--- config.mk ---
export PLATFORM = sky130hd
export DESIGN_NAME = dual_axis_pid_elevon_mixer_flat
export DESIGN_NICKNAME = d
export VERILOG_FILES = /design/src/rtl/dapm_pkg.sv /design/src/rtl/dapm_if.sv /design/src/rtl/dapm_cfg.sv /design/src/rtl/dapm_ctrl.sv /design/src/rtl/dapm_dp.sv /design/src/rtl/dual_axis_pid_elevon_mixer.sv /design/src/flat_wrapper.sv
export SDC_FILE = /design/constraint.sdc
export NUM_CORES = 2
export LEC_CHECK = 0
export BUFFER_PORTS_ARGS = -buffer_cell sky130_fd_sc_hd__buf_2
export CAP_MARGIN = 20
export CORE_MARGIN = 3
export CORE_UTILIZATION = 35
export CTS_CLUSTER_SIZE = 25
export DETAILED_ROUTE_END_ITERATION = 10
export GPL_TIMING_DRIVEN = 0
export PLACE_DENSITY = 0.48
export SETUP_SLACK_MARGIN = 0.2
export SLEW_MARGIN = 20
export SYNTH_ARGS = -nofsm -noshare
export SYNTH_HDL_FRONTEND = slang
export SYNTH_SLANG_ARGS = --single-unit
--- constraint.sdc ---
create_clock -name clk_i -period 11.5 [get_ports clk_i]
set_input_delay 0.575 -clock clk_i [delete_from_list [all_inputs] [get_ports clk_i]]
set_output_delay 0.575 -clock clk_i [all_outputs]
set_load 0.01 [all_outputs]
--- src/rtl/dapm_pkg.sv ---
package dapm_pkg;

  localparam int ROLL_INT_LIMIT  = 40;
  localparam int PITCH_INT_LIMIT = 80;
  localparam int DERIV_SETPOINT  = 0;
  localparam int SAMPLE_PERIOD   = 62;

  localparam int IN_W      = 16;
  localparam int OUT_W     = 11;
  localparam int CFG_W     = 16;
  localparam int CFG_IDX_W = 3;
  localparam int EN_W      = 2;

  localparam int ERR_W  = IN_W + 1;
  localparam int DX_W   = 26;
  localparam int GAIN_W = 17;
  localparam int PROD_W = DX_W + GAIN_W;
  localparam int ISUM_W = PROD_W + 1;
  localparam int CMD_W  = 50;
  localparam int CMDC_W = 18;
  localparam int MIX_W  = 12;

  localparam int DOFS = DERIV_SETPOINT * 256 * SAMPLE_PERIOD;

  localparam int DIV_D      = 2 * SAMPLE_PERIOD;
  localparam int DIV_DW     = $clog2(DIV_D);
  localparam int DIV_RW     = DIV_DW + 4;
  localparam int DIV_K      = 44 - DIV_DW;
  localparam int DIV_NW     = 48;
  localparam int DIV_SW     = DIV_NW + 1;
  localparam int DIV_DIGITS = DIV_NW / 4;
  localparam int DIV_CW     = $clog2(DIV_DIGITS);
  localparam longint DIV_BIAS = longint'(DIV_D) << DIV_K;
  localparam longint DIV_QOFS = longint'(1) << DIV_K;

  localparam int CMD_MAX     = 65536;
  localparam int SERVO_SCALE = 500;
  localparam int SERVO_ROUND = 32768;
  localparam int SERVO_MID   = 1500;
  localparam int MIX_CENTER  = 1550;
  localparam int PULSE_MIN   = 1000;
  localparam int PULSE_MAX   = 2000;
  localparam int TRIM_RST    = 26;

  typedef enum logic [CFG_IDX_W-1:0] {
    REG_ROLL_KP,
    REG_ROLL_KI,
    REG_ROLL_KD,
    REG_PITCH_KP,
    REG_PITCH_KI,
    REG_PITCH_KD,
    REG_PITCH_TRIM,
    REG_TERM_EN
  } cfg_reg_e;

  typedef enum logic [0:0] {
    AXIS_ROLL,
    AXIS_PITCH
  } axis_e;

  typedef enum logic [3:0] {
    OP_NONE,
    OP_LOAD,
    OP_MUL_P,
    OP_MUL_I,
    OP_MUL_D,
    OP_IADD,
    OP_DIV_STEP,
    OP_DADD,
    OP_MUL_S,
    OP_SERVO,
    OP_MIX
  } dp_op_e;

  typedef enum logic [3:0] {
    ST_IDLE,
    ST_MUL_P,
    ST_MUL_I,
    ST_MUL_D,
    ST_IADD,
    ST_DIV,
    ST_DADD,
    ST_MUL_S,
    ST_SERVO,
    ST_MIX
  } ctrl_state_e;

  typedef struct packed {
    dp_op_e op;
    axis_e  axis;
  } dp_cmd_t;

  typedef struct packed {
    logic        [CFG_W-1:0] roll_prop_gain;
    logic        [CFG_W-1:0] roll_int_gain;
    logic        [CFG_W-1:0] roll_deriv_gain;
    logic        [CFG_W-1:0] pitch_prop_gain;
    logic        [CFG_W-1:0] pitch_int_gain;
    logic        [CFG_W-1:0] pitch_deriv_gain;
    logic signed [CFG_W-1:0] pitch_trim;
    logic        [EN_W-1:0]  term_enables;
  } cfg_t;

  typedef struct packed {
    logic signed [IN_W-1:0] roll_target;
    logic signed [IN_W-1:0] pitch_target;
    logic signed [IN_W-1:0] roll_measured;
    logic signed [IN_W-1:0] pitch_measured;
  } in_item_t;

  typedef struct packed {
    logic [OUT_W-1:0] left_pulse_us;
    logic [OUT_W-1:0] right_pulse_us;
  } out_item_t;

endpackage

--- src/rtl/dapm_if.sv ---
interface dapm_in_if;
  import dapm_pkg::*;

  logic     valid;
  logic     ready;
  in_item_t data;

  modport source (output valid, output data, input ready);
  modport sink (input valid, input data, output ready);
endinterface

interface dapm_out_if;
  import dapm_pkg::*;

  logic      valid;
  logic      ready;
  out_item_t data;

  modport source (output valid, output data, input ready);
  modport sink (input valid, input data, output ready);
endinterface

--- src/rtl/dapm_cfg.sv ---
module dapm_cfg (
  input  logic                               clk_i,
  input  logic                               rst_ni,
  input  logic                               cfg_we_i,
  input  logic [dapm_pkg::CFG_IDX_W-1:0]     cfg_idx_i,
  input  logic [dapm_pkg::CFG_W-1:0]         cfg_data_i,
  output dapm_pkg::cfg_t                     cfg_o
);
  import dapm_pkg::*;

  cfg_t cfg_q, cfg_d;

  always_comb begin
    cfg_d = cfg_q;
    if (cfg_we_i) begin
      case (cfg_reg_e'(cfg_idx_i))
        REG_ROLL_KP:    cfg_d.roll_prop_gain   = cfg_data_i;
        REG_ROLL_KI:    cfg_d.roll_int_gain    = cfg_data_i;
        REG_ROLL_KD:    cfg_d.roll_deriv_gain  = cfg_data_i;
        REG_PITCH_KP:   cfg_d.pitch_prop_gain  = cfg_data_i;
        REG_PITCH_KI:   cfg_d.pitch_int_gain   = cfg_data_i;
        REG_PITCH_KD:   cfg_d.pitch_deriv_gain = cfg_data_i;
        REG_PITCH_TRIM: cfg_d.pitch_trim       = $signed(cfg_data_i);
        REG_TERM_EN:    cfg_d.term_enables     = cfg_data_i[EN_W-1:0];
        default:        cfg_d = cfg_q;
      endcase
    end
  end

  always_ff @(posedge clk_i or negedge rst_ni) begin
    if (!rst_ni) begin
      cfg_q <= '{pitch_trim: CFG_W'(TRIM_RST), default: '0};
    end else begin
      cfg_q <= cfg_d;
    end
  end

  assign cfg_o = cfg_q;

endmodule

--- src/rtl/dapm_ctrl.sv ---
module dapm_ctrl (
  input  logic              clk_i,
  input  logic              rst_ni,
  input  logic              in_valid_i,
  output logic              in_ready_o,
  output logic              out_valid_o,
  input  logic              out_ready_i,
  output dapm_pkg::dp_cmd_t cmd_o
);
  import dapm_pkg::*;

  ctrl_state_e       state_q, state_d;
  axis_e             axis_q, axis_d;
  logic [DIV_CW-1:0] cnt_q, cnt_d;
  logic              out_valid_q, out_valid_d;
  dp_op_e            op;

  always_comb begin
    state_d     = state_q;
    axis_d      = axis_q;
    cnt_d       = cnt_q;
    out_valid_d = out_valid_q & ~out_ready_i;
    op          = OP_NONE;
    in_ready_o  = 1'b0;
    case (state_q)
      ST_IDLE: begin
        in_ready_o = 1'b1;
        if (in_valid_i) begin
          op      = OP_LOAD;
          axis_d  = AXIS_ROLL;
          state_d = ST_MUL_P;
        end
      end
      ST_MUL_P: begin
        op      = OP_MUL_P;
        state_d = ST_MUL_I;
      end
      ST_MUL_I: begin
        op      = OP_MUL_I;
        state_d = ST_MUL_D;
      end
      ST_MUL_D: begin
        op      = OP_MUL_D;
        state_d = ST_IADD;
      end
      ST_IADD: begin
        op      = OP_IADD;
        cnt_d   = '0;
        state_d = ST_DIV;
      end
      ST_DIV: begin
        op    = OP_DIV_STEP;
        cnt_d = cnt_q + 1'b1;
        if (cnt_q == DIV_CW'(DIV_DIGITS - 1)) begin
          state_d = ST_DADD;
        end
      end
      ST_DADD: begin
        op      = OP_DADD;
        state_d = ST_MUL_S;
      end
      ST_MUL_S: begin
        op      = OP_MUL_S;
        state_d = ST_SERVO;
      end
      ST_SERVO: begin
        op = OP_SERVO;
        if (axis_q == AXIS_ROLL) begin
          axis_d  = AXIS_PITCH;
          state_d = ST_MUL_P;
        end else begin
          state_d = ST_MIX;
        end
      end
      ST_MIX: begin
        if (!out_valid_q || out_ready_i) begin
          op          = OP_MIX;
          out_valid_d = 1'b1;
          state_d     = ST_IDLE;
        end
      end
      default: state_d = ST_IDLE;
    endcase
  end

  always_ff @(posedge clk_i or negedge rst_ni) begin
    if (!rst_ni) begin
      state_q     <= ST_IDLE;
      axis_q      <= AXIS_ROLL;
      cnt_q       <= '0;
      out_valid_q <= 1'b0;
    end else begin
      state_q     <= state_d;
      axis_q      <= axis_d;
      cnt_q       <= cnt_d;
      out_valid_q <= out_valid_d;
    end
  end

  assign out_valid_o = out_valid_q;
  assign cmd_o.op    = op;
  assign cmd_o.axis  = axis_q;

endmodule

--- src/rtl/dapm_dp.sv ---
module dapm_dp (
  input  logic                 clk_i,
  input  logic                 rst_ni,
  input  dapm_pkg::dp_cmd_t    cmd_i,
  input  dapm_pkg::cfg_t       cfg_i,
  input  dapm_pkg::in_item_t   in_data_i,
  output dapm_pkg::out_item_t  out_data_o
);
  import dapm_pkg::*;

  // per-axis state and operands
  logic signed [IN_W-1:0]   integ_q [2];
  logic signed [IN_W-1:0]   integ_d [2];
  logic signed [IN_W-1:0]   prev_q [2];
  logic signed [IN_W-1:0]   prev_d [2];
  logic signed [ERR_W-1:0]  err_q [2];
  logic signed [ERR_W-1:0]  err_d [2];
  logic signed [DX_W-1:0]   dx_q [2];
  logic signed [DX_W-1:0]   dx_d [2];
  logic        [OUT_W-1:0]  us_q [2];
  logic        [OUT_W-1:0]  us_d [2];

  logic signed [IN_W-1:0]   acc_q, acc_d;
  logic signed [PROD_W-1:0] prod_q, prod_d;
  logic signed [CMD_W-1:0]  cmd_q, cmd_d;
  logic        [DIV_NW-1:0] dvd_q, dvd_d;
  logic        [DIV_DW-1:0] rem_q, rem_d;
  out_item_t                out_q, out_d;

  logic signed [DX_W-1:0]   mul_a;
  logic signed [GAIN_W-1:0] mul_b;
  logic signed [PROD_W-1:0] mul_p;

  axis_e ax;
  assign ax = cmd_i.axis;

  // shared multiplier
  always_comb begin
    mul_a = DX_W'(err_q[ax]);
    mul_b = '0;
    case (cmd_i.op)
      OP_MUL_P: mul_b = (ax == AXIS_PITCH) ? $signed({1'b0, cfg_i.pitch_prop_gain})
                                           : $signed({1'b0, cfg_i.roll_prop_gain});
      OP_MUL_I: mul_b = (ax == AXIS_PITCH) ? $signed({1'b0, cfg_i.pitch_int_gain})
                                           : $signed({1'b0, cfg_i.roll_int_gain});
      OP_MUL_D: begin
        mul_a = dx_q[ax];
        mul_b = (ax == AXIS_PITCH) ? $signed({1'b0, cfg_i.pitch_deriv_gain})
                                   : $signed({1'b0, cfg_i.roll_deriv_gain});
      end
      OP_MUL_S: begin
        mul_a = DX_W'($signed(cmd_q[CMDC_W-1:0]));
        mul_b = GAIN_W'(SERVO_SCALE);
      end
      default: mul_b = '0;
    endcase
  end

  assign mul_p = mul_a * mul_b;

  logic signed [CMD_W-1:0]  trim_ext;
  logic signed [CMD_W-1:0]  dterm;
  logic signed [CMD_W-1:0]  csum;
  logic signed [ISUM_W-1:0] isum;
  logic signed [ISUM_W-1:0] ilim;
  logic signed [ISUM_W-1:0] iclp;
  logic signed [DIV_SW-1:0] dsum;
  logic        [DIV_RW-1:0] nw;
  logic        [DIV_RW-1:0] rsub;
  logic        [3:0]        dig;
  logic signed [PROD_W-1:0] ssum;
  logic signed [PROD_W-1:0] srv;
  logic        [MIX_W-1:0]  lsum;
  logic        [MIX_W-1:0]  rsum;

  always_comb begin
    integ_d = integ_q;
    prev_d  = prev_q;
    err_d   = err_q;
    dx_d    = dx_q;
    us_d    = us_q;
    acc_d   = acc_q;
    prod_d  = prod_q;
    cmd_d   = cmd_q;
    dvd_d   = dvd_q;
    rem_d   = rem_q;
    out_d   = out_q;

    trim_ext = (ax == AXIS_PITCH) ? (CMD_W'(cfg_i.pitch_trim) <<< 8) : '0;
    dterm    = CMD_W'($signed({1'b0, dvd_q})) - CMD_W'(DIV_QOFS);
    csum     = cmd_q + (cfg_i.term_enables[1] ? dterm : '0);

    isum = ((ISUM_W'(integ_q[ax]) <<< 8) + ISUM_W'(prod_q) + ISUM_W'(128)) >>> 8;
    ilim = (ax == AXIS_PITCH) ? ISUM_W'(PITCH_INT_LIMIT * 256)
                              : ISUM_W'(ROLL_INT_LIMIT * 256);
    if (isum > ilim) begin
      iclp = ilim;
    end else if (isum < -ilim) begin
      iclp = -ilim;
    end else begin
      iclp = isum;
    end

    dsum = (DIV_SW'(prod_q) <<< 1) + DIV_SW'(SAMPLE_PERIOD) + DIV_SW'(DIV_BIAS);

    // one radix-16 quotient digit
    nw   = {rem_q, dvd_q[DIV_NW-1 -: 4]};
    dig  = '0;
    rsub = nw;
    for (int k = 1; k < 16; k++) begin
      if (nw >= DIV_RW'(DIV_D * k)) begin
        dig  = 4'(k);
        rsub = nw - DIV_RW'(DIV_D * k);
      end
    end

    ssum = prod_q + PROD_W'(SERVO_ROUND);
    srv  = (ssum >>> 16) + PROD_W'(SERVO_MID);

    lsum = MIX_W'(us_q[AXIS_PITCH]) + MIX_W'(us_q[AXIS_ROLL]) - MIX_W'(MIX_CENTER);
    rsum = MIX_W'(us_q[AXIS_ROLL]) + MIX_W'(MIX_CENTER) - MIX_W'(us_q[AXIS_PITCH]);

    case (cmd_i.op)
      OP_LOAD: begin
        err_d[AXIS_ROLL]  = ERR_W'(in_data_i.roll_target) - ERR_W'(in_data_i.roll_measured);
        err_d[AXIS_PITCH] = ERR_W'(in_data_i.pitch_target)
                          - ERR_W'(in_data_i.pitch_measured);
        dx_d[AXIS_ROLL]   = DX_W'(DOFS) - DX_W'(prev_q[AXIS_ROLL])
                          + DX_W'(in_data_i.roll_measured);
        dx_d[AXIS_PITCH]  = DX_W'(DOFS) - DX_W'(prev_q[AXIS_PITCH])
                          + DX_W'(in_data_i.pitch_measured);
        prev_d[AXIS_ROLL]  = in_data_i.roll_measured;
        prev_d[AXIS_PITCH] = in_data_i.pitch_measured;
      end
      OP_MUL_P: prod_d = mul_p;
      OP_MUL_I: begin
        cmd_d  = CMD_W'(prod_q) + trim_ext;
        prod_d = mul_p;
      end
      OP_MUL_D: begin
        integ_d[ax] = iclp[IN_W-1:0];
        acc_d       = iclp[IN_W-1:0];
        prod_d      = mul_p;
      end
      OP_IADD: begin
        cmd_d = cmd_q + (cfg_i.term_enables[0] ? (CMD_W'(acc_q) <<< 8) : '0);
        dvd_d = dsum[DIV_NW-1:0];
        rem_d = '0;
      end
      OP_DIV_STEP: begin
        rem_d = rsub[DIV_DW-1:0];
        dvd_d = {dvd_q[DIV_NW-5:0], dig};
      end
      OP_DADD: begin
        if (csum > CMD_W'(CMD_MAX)) begin
          cmd_d = CMD_W'(CMD_MAX);
        end else if (csum < -CMD_W'(CMD_MAX)) begin
          cmd_d = -CMD_W'(CMD_MAX);
        end else begin
          cmd_d = csum;
        end
      end
      OP_MUL_S: prod_d = mul_p;
      OP_SERVO: us_d[ax] = srv[OUT_W-1:0];
      OP_MIX: begin
        if (lsum < MIX_W'(PULSE_MIN)) begin
          out_d.left_pulse_us = OUT_W'(PULSE_MIN);
        end else if (lsum > MIX_W'(PULSE_MAX)) begin
          out_d.left_pulse_us = OUT_W'(PULSE_MAX);
        end else begin
          out_d.left_pulse_us = lsum[OUT_W-1:0];
        end
        if (rsum < MIX_W'(PULSE_MIN)) begin
          out_d.right_pulse_us = OUT_W'(PULSE_MIN);
        end else if (rsum > MIX_W'(PULSE_MAX)) begin
          out_d.right_pulse_us = OUT_W'(PULSE_MAX);
        end else begin
          out_d.right_pulse_us = rsum[OUT_W-1:0];
        end
      end
      default: prod_d = prod_q;
    endcase
  end

  always_ff @(posedge clk_i or negedge rst_ni) begin
    if (!rst_ni) begin
      integ_q <= '{default: '0};
      prev_q  <= '{default: '0};
    end else begin
      integ_q <= integ_d;
      prev_q  <= prev_d;
    end
  end

  always_ff @(posedge clk_i) begin
    err_q  <= err_d;
    dx_q   <= dx_d;
    us_q   <= us_d;
    acc_q  <= acc_d;
    prod_q <= prod_d;
    cmd_q  <= cmd_d;
    dvd_q  <= dvd_d;
    rem_q  <= rem_d;
    out_q  <= out_d;
  end

  assign out_data_o = out_q;

endmodule

--- src/rtl/dual_axis_pid_elevon_mixer.sv ---
// channel   dir  handshake      payload
// in_i      in   valid/ready    roll/pitch target and measured, signed q8.8
// out_o     out  valid/ready    left/right pulse width in us, 1000..2000
// cfg       in   cfg_we_i       cfg_idx_i selects register, cfg_data_i 16 bit
//
// an item runs through the idle state that takes the transfer, then for each axis
// four passes through the one shared multiplier, twelve radix-16 digit steps of
// the derivative divider and three adds, and last the mix step
// reset clears gains, integrators, last measurements and enables, and sets pitch trim to 26
// a result stalled on out_o does not block the next input; only the mix step waits
module dual_axis_pid_elevon_mixer (
  input  logic                            clk_i,
  input  logic                            rst_ni,
  dapm_in_if.sink                         in_i,
  dapm_out_if.source                      out_o,
  input  logic                            cfg_we_i,
  input  logic [dapm_pkg::CFG_IDX_W-1:0]  cfg_idx_i,
  input  logic [dapm_pkg::CFG_W-1:0]      cfg_data_i
);
  import dapm_pkg::*;

  cfg_t      cfg;
  dp_cmd_t   cmd;
  out_item_t out_data;
  logic      in_ready;
  logic      out_valid;

  dapm_cfg u_cfg (
    .clk_i      (clk_i),
    .rst_ni     (rst_ni),
    .cfg_we_i   (cfg_we_i),
    .cfg_idx_i  (cfg_idx_i),
    .cfg_data_i (cfg_data_i),
    .cfg_o      (cfg)
  );

  dapm_ctrl u_ctrl (
    .clk_i       (clk_i),
    .rst_ni      (rst_ni),
    .in_valid_i  (in_i.valid),
    .in_ready_o  (in_ready),
    .out_valid_o (out_valid),
    .out_ready_i (out_o.ready),
    .cmd_o       (cmd)
  );

  dapm_dp u_dp (
    .clk_i      (clk_i),
    .rst_ni     (rst_ni),
    .cmd_i      (cmd),
    .cfg_i      (cfg),
    .in_data_i  (in_i.data),
    .out_data_o (out_data)
  );

  assign in_i.ready  = in_ready;
  assign out_o.valid = out_valid;
  assign out_o.data  = out_data;

endmodule

--- src/flat_wrapper.sv ---
// flat-port wrapper written by rule: the top's interface ports become plain ports
module dual_axis_pid_elevon_mixer_flat import dapm_pkg::*;
  (clk_i, rst_ni, cfg_we_i, cfg_idx_i, cfg_data_i, in_i_valid, in_i_data, in_i_ready, out_o_valid, out_o_data, out_o_ready);
  dapm_in_if in_i_i ();
  dapm_out_if out_o_i ();
  input  logic clk_i;
  input  logic rst_ni;
  input  logic cfg_we_i;
  input  logic [dapm_pkg::CFG_IDX_W-1:0] cfg_idx_i;
  input  logic [dapm_pkg::CFG_W-1:0] cfg_data_i;
  input wire logic [$bits(in_i_i.valid)-1:0] in_i_valid;
  input wire logic [$bits(in_i_i.data)-1:0] in_i_data;
  output wire logic [$bits(in_i_i.ready)-1:0] in_i_ready;
  output wire logic [$bits(out_o_i.valid)-1:0] out_o_valid;
  output wire logic [$bits(out_o_i.data)-1:0] out_o_data;
  input wire logic [$bits(out_o_i.ready)-1:0] out_o_ready;
  assign in_i_i.valid = in_i_valid;
  assign in_i_i.data = in_i_data;
  assign in_i_ready = in_i_i.ready;
  assign out_o_valid = out_o_i.valid;
  assign out_o_data = out_o_i.data;
  assign out_o_i.ready = out_o_ready;
  dual_axis_pid_elevon_mixer u_core (.clk_i(clk_i), .rst_ni(rst_ni), .in_i(in_i_i), .out_o(out_o_i), .cfg_we_i(cfg_we_i), .cfg_idx_i(cfg_idx_i), .cfg_data_i(cfg_data_i));
endmodule
==> flow_summary.yaml <==
synthesis:
  syn_inst: 5135
  synth-seq-cells: 466
  yosysWarnings: 0
  syn_area_sq_mm: 0.0465
  synth_edf_count: 278
  syn_avg_cell_area_sq_um: 9.05
  synth_nets: 5926
  synth-seq-area-share: 0.281
  async_flop_share: 0.403
  synth_ff_type: "edfxtp_1"
  synth.distinct_cells: 89
grt:
  grt_max_degree: 83
  overflow: 0
  grt_usage: 0.220
  antenna_found_initial: 4
  grt_pass1_wl_mm: 231
  grt_pass1_vias: 37849
floorplanning:
  row_count: 133
  die-area_sq_mm: 0.137
  coreArea_sq_mm: 0.132
  fp.dieW_microns: 370
  pin_count: 112
  die_h_microns: 370
  start_util: 0.353
worst_setup_path:
  cp_max_fo: 10
  crit_path_max_incr_delay_ns: 0.57
  end_kind: "flop"
  cp-start-kind: "flop"
  critPathKind: "flop to flop"
  reg2reg_slack_ns: 0.79
  cp.required_ns: 11.93
  worst_path_max_delay_cell: "clkbuf_1"
  startpoint: "u_core.u_ctrl.state_q[0]"
  r2r-start: "u_core.u_ctrl.state_q[0]"
  worst-r2r-cell-count: 32
  rr_endpoint: "u_core.u_dp.prod_q[37]"
  cp-endpoint: "u_core.u_dp.prod_q[37]"
  worst-endpoint-arrival_ns: 11.14
  cp_common_cell: "fa_1"
route:
  ant_nets: 0
  viasPerCell: 5.27
  via_count: 37572
  initialDrtViolationCount: 2612
  drc: 0
  drtPass1Iterations: 9
  routed_wl_mm: 152
  wire_per_inst_microns: 21.3
place:
  dp_hpwl_mm: 124
  gp_congestion: 0.935
  placedCellCount: 7012
  numPortBuffers: 108
status:
  outcome: "completed"
hold_path:
  hold_path_class: "input pin to flop"
  min_from: "in_i_valid"
  min_path_cells: 3
finish:
  finalNonFillerCells: 7125
  n_antenna_cell: 0
  areaGrowthSynthToFinish_pct: 11.2
  fillers: 13347
  drive_gt1_frac: 0.0838
  final_nets: 6112
timing:
  drv_slew: 0
  setup_viol: 0
  maxSlewHeadroom: 0.221
  max_freq_mhz: 93.4
  min_period_ns: 10.71
  hold_viol: 0
  rsz0062_at_grt: "yes"
  worst_slew_pin_slew_ns: 1.17
  fin_crit_sh: 0.931
  fin_worst_skew_ns: 0.0805
clock_tree:
  path_clk_slew_ns: 0.07
  cts_made_buffers: 59
  cts_setup_buffers: 0
  cts_tree: "yes"
  cts.path.max_buffers: 3
  cts.sinks: 466
  cts-root-buf: "clkbuf_16"
  clk_latency_ns: 0.70
  htreeDepth: 2
job:
  maxCapViolCount: 0
per-layer routing:
metal  global-route usage  vias to the layer above  wire length [microns]
met3               0.0229                      206                   5610
met5                    0                        -                      0
li1                     -                    18164                      -
met2                0.378                      829                  72700
met1                0.285                    18373                  67400
met4               0.0790                        0                   6110
flip-flops by register name (all words and copies together) (netlist names), 16 cells and up:
name                    count
u_core.u_dp.out_data_o     22
u_core.u_dp.dx_q           36
u_core.u_dp.prod_q         43
u_core.u_cfg.cfg_o        114
u_core.u_dp.us_q           22
u_core.u_dp.integ_q        32
u_core.u_dp.cmd_q          50
u_core.u_dp.dvd_q          48
u_core.u_dp.acc_q          16
u_core.u_dp.err_q          34
u_core.u_dp.prev_q         32
worst min path at each step:
stage | to | slack, ns
6_report | u_core.u_ctrl.state_q[0] | 0.17
5_1_grt | u_core.u_ctrl.state_q[0] | 0.15
4_1_cts | u_core.u_ctrl.state_q[0] | 0.12
3_5_place_dp | u_core.u_dp.integ_q[31] | 0.46
3_3_place_gp | u_core.u_dp.integ_q[7] | 0.46
2_1_floorplan | u_core.u_cfg.cfg_o[0] | 0.28
what timing repair did:
| action | in CTS | in global routing |
|---|---|---|
| hold endpoints to repair | 38 | 0 |
| hold buffers | 1 | 0 |
| resized for setup | 3 | 5 |
| endpoints found under the setup margin | 47 | 13 |
cells in the mapped netlist (all sizes together) (66+ instances only):
cell,number,area (sq um)
a21o,92,691
a21oi,237,1190
and2,107,669
clkbuf,158,593
dfrtp,185,4630
edfxtp,278,8350
fa,313,6270
ha,390,4880
inv,663,2490
mux2,137,1540
nand2,496,1860
nand3,78,390
nor2,443,1660
nor2b,70,438
nor3,66,335
o21ai,319,1600
xnor2,161,1410
xor2,101,885
final cells by class:
cell class | instances | area [sq um] | area share
Multi-Input combinational cell | 3830 | 30300 | 0.587
Clock buffer | 84 | 1700 | 0.0329
Clock inverter | 26 | 362 | 0.00700
Inverter | 664 | 2500 | 0.0484
Sequential cell | 466 | 13100 | 0.253
Tap cell | 1755 | 2200 | 0.0425
Buffer | 175 | 697 | 0.0135
Timing Repair Buffer | 125 | 800 | 0.0155
placed cells by master (no fill, tap or decap), types with 35 or more instances in the layout:
cell,netlist,routed
xnor2_1,161,161
clkbuf_16,0,60
and2_1,106,105
and3_1,41,41
clkbuf_1,158,167
nand2b_1,55,54
mux2_2,137,137
nor2b_1,70,70
a21boi_0,48,48
dfrtp_1,185,185
a31oi_1,40,40
inv_1,663,661
edfxtp_1,278,278
nor2_1,443,441
fa_1,313,313
o21ai_0,291,291
xor2_1,101,101
ha_1,390,390
buf_2,2,111
a22oi_1,35,35
o21a_1,39,39
a21o_1,92,92
a21oi_1,237,237
nand2_1,496,496
nand3_1,78,78
mux2i_1,45,42
nand4_1,53,53
nor3_1,65,64
worst max-delay path: cells and delay by family, from the launching register on:
kind                     cells  cell delay (ns)
adder cells (fa/ha/maj)      7             3.47
AO/OA/AOI/OAI               12             3.31
buffers and inverters        9             2.39
AND/OR/NAND/NOR              3             0.64
flip-flops                   1             0.40
XOR/XNOR                     1             0.19
per-stage QoR:
step                      area [sq um]  hold slack [ns]  TNS (ns)  setup WS [ns]  utilization
after floorplan                  46500            0.279         0           2.80            -
after global placement           49200            0.456     -2.33         -0.475        0.374
after detailed placement         49500            0.462     -1.74         -0.398        0.376
after CTS                        51600            0.123         0          0.233        0.392
after global routing             51700            0.146         0          0.163        0.392
final                            51700            0.174         0          0.790        0.392
cells by family (layout without fill, tap and decap cells):
group / count (synthesis) / count (layout) / share of synthesized area
adder cells (fa/ha/maj): 703 / 703 / 0.240
AO/OA/AOI/OAI: 1148 / 1148 / 0.163
flip-flops: 466 / 466 / 0.281
XOR/XNOR: 262 / 262 / 0.0494
buffers and inverters: 839 / 1074 / 0.0685
AND/OR/NAND/NOR: 1534 / 1534 / 0.155
multiplexers: 183 / 183 / 0.0434
Power is not shown: default switching activity piles up to over one toggle a cycle in this logic, so the estimate is an artifact.
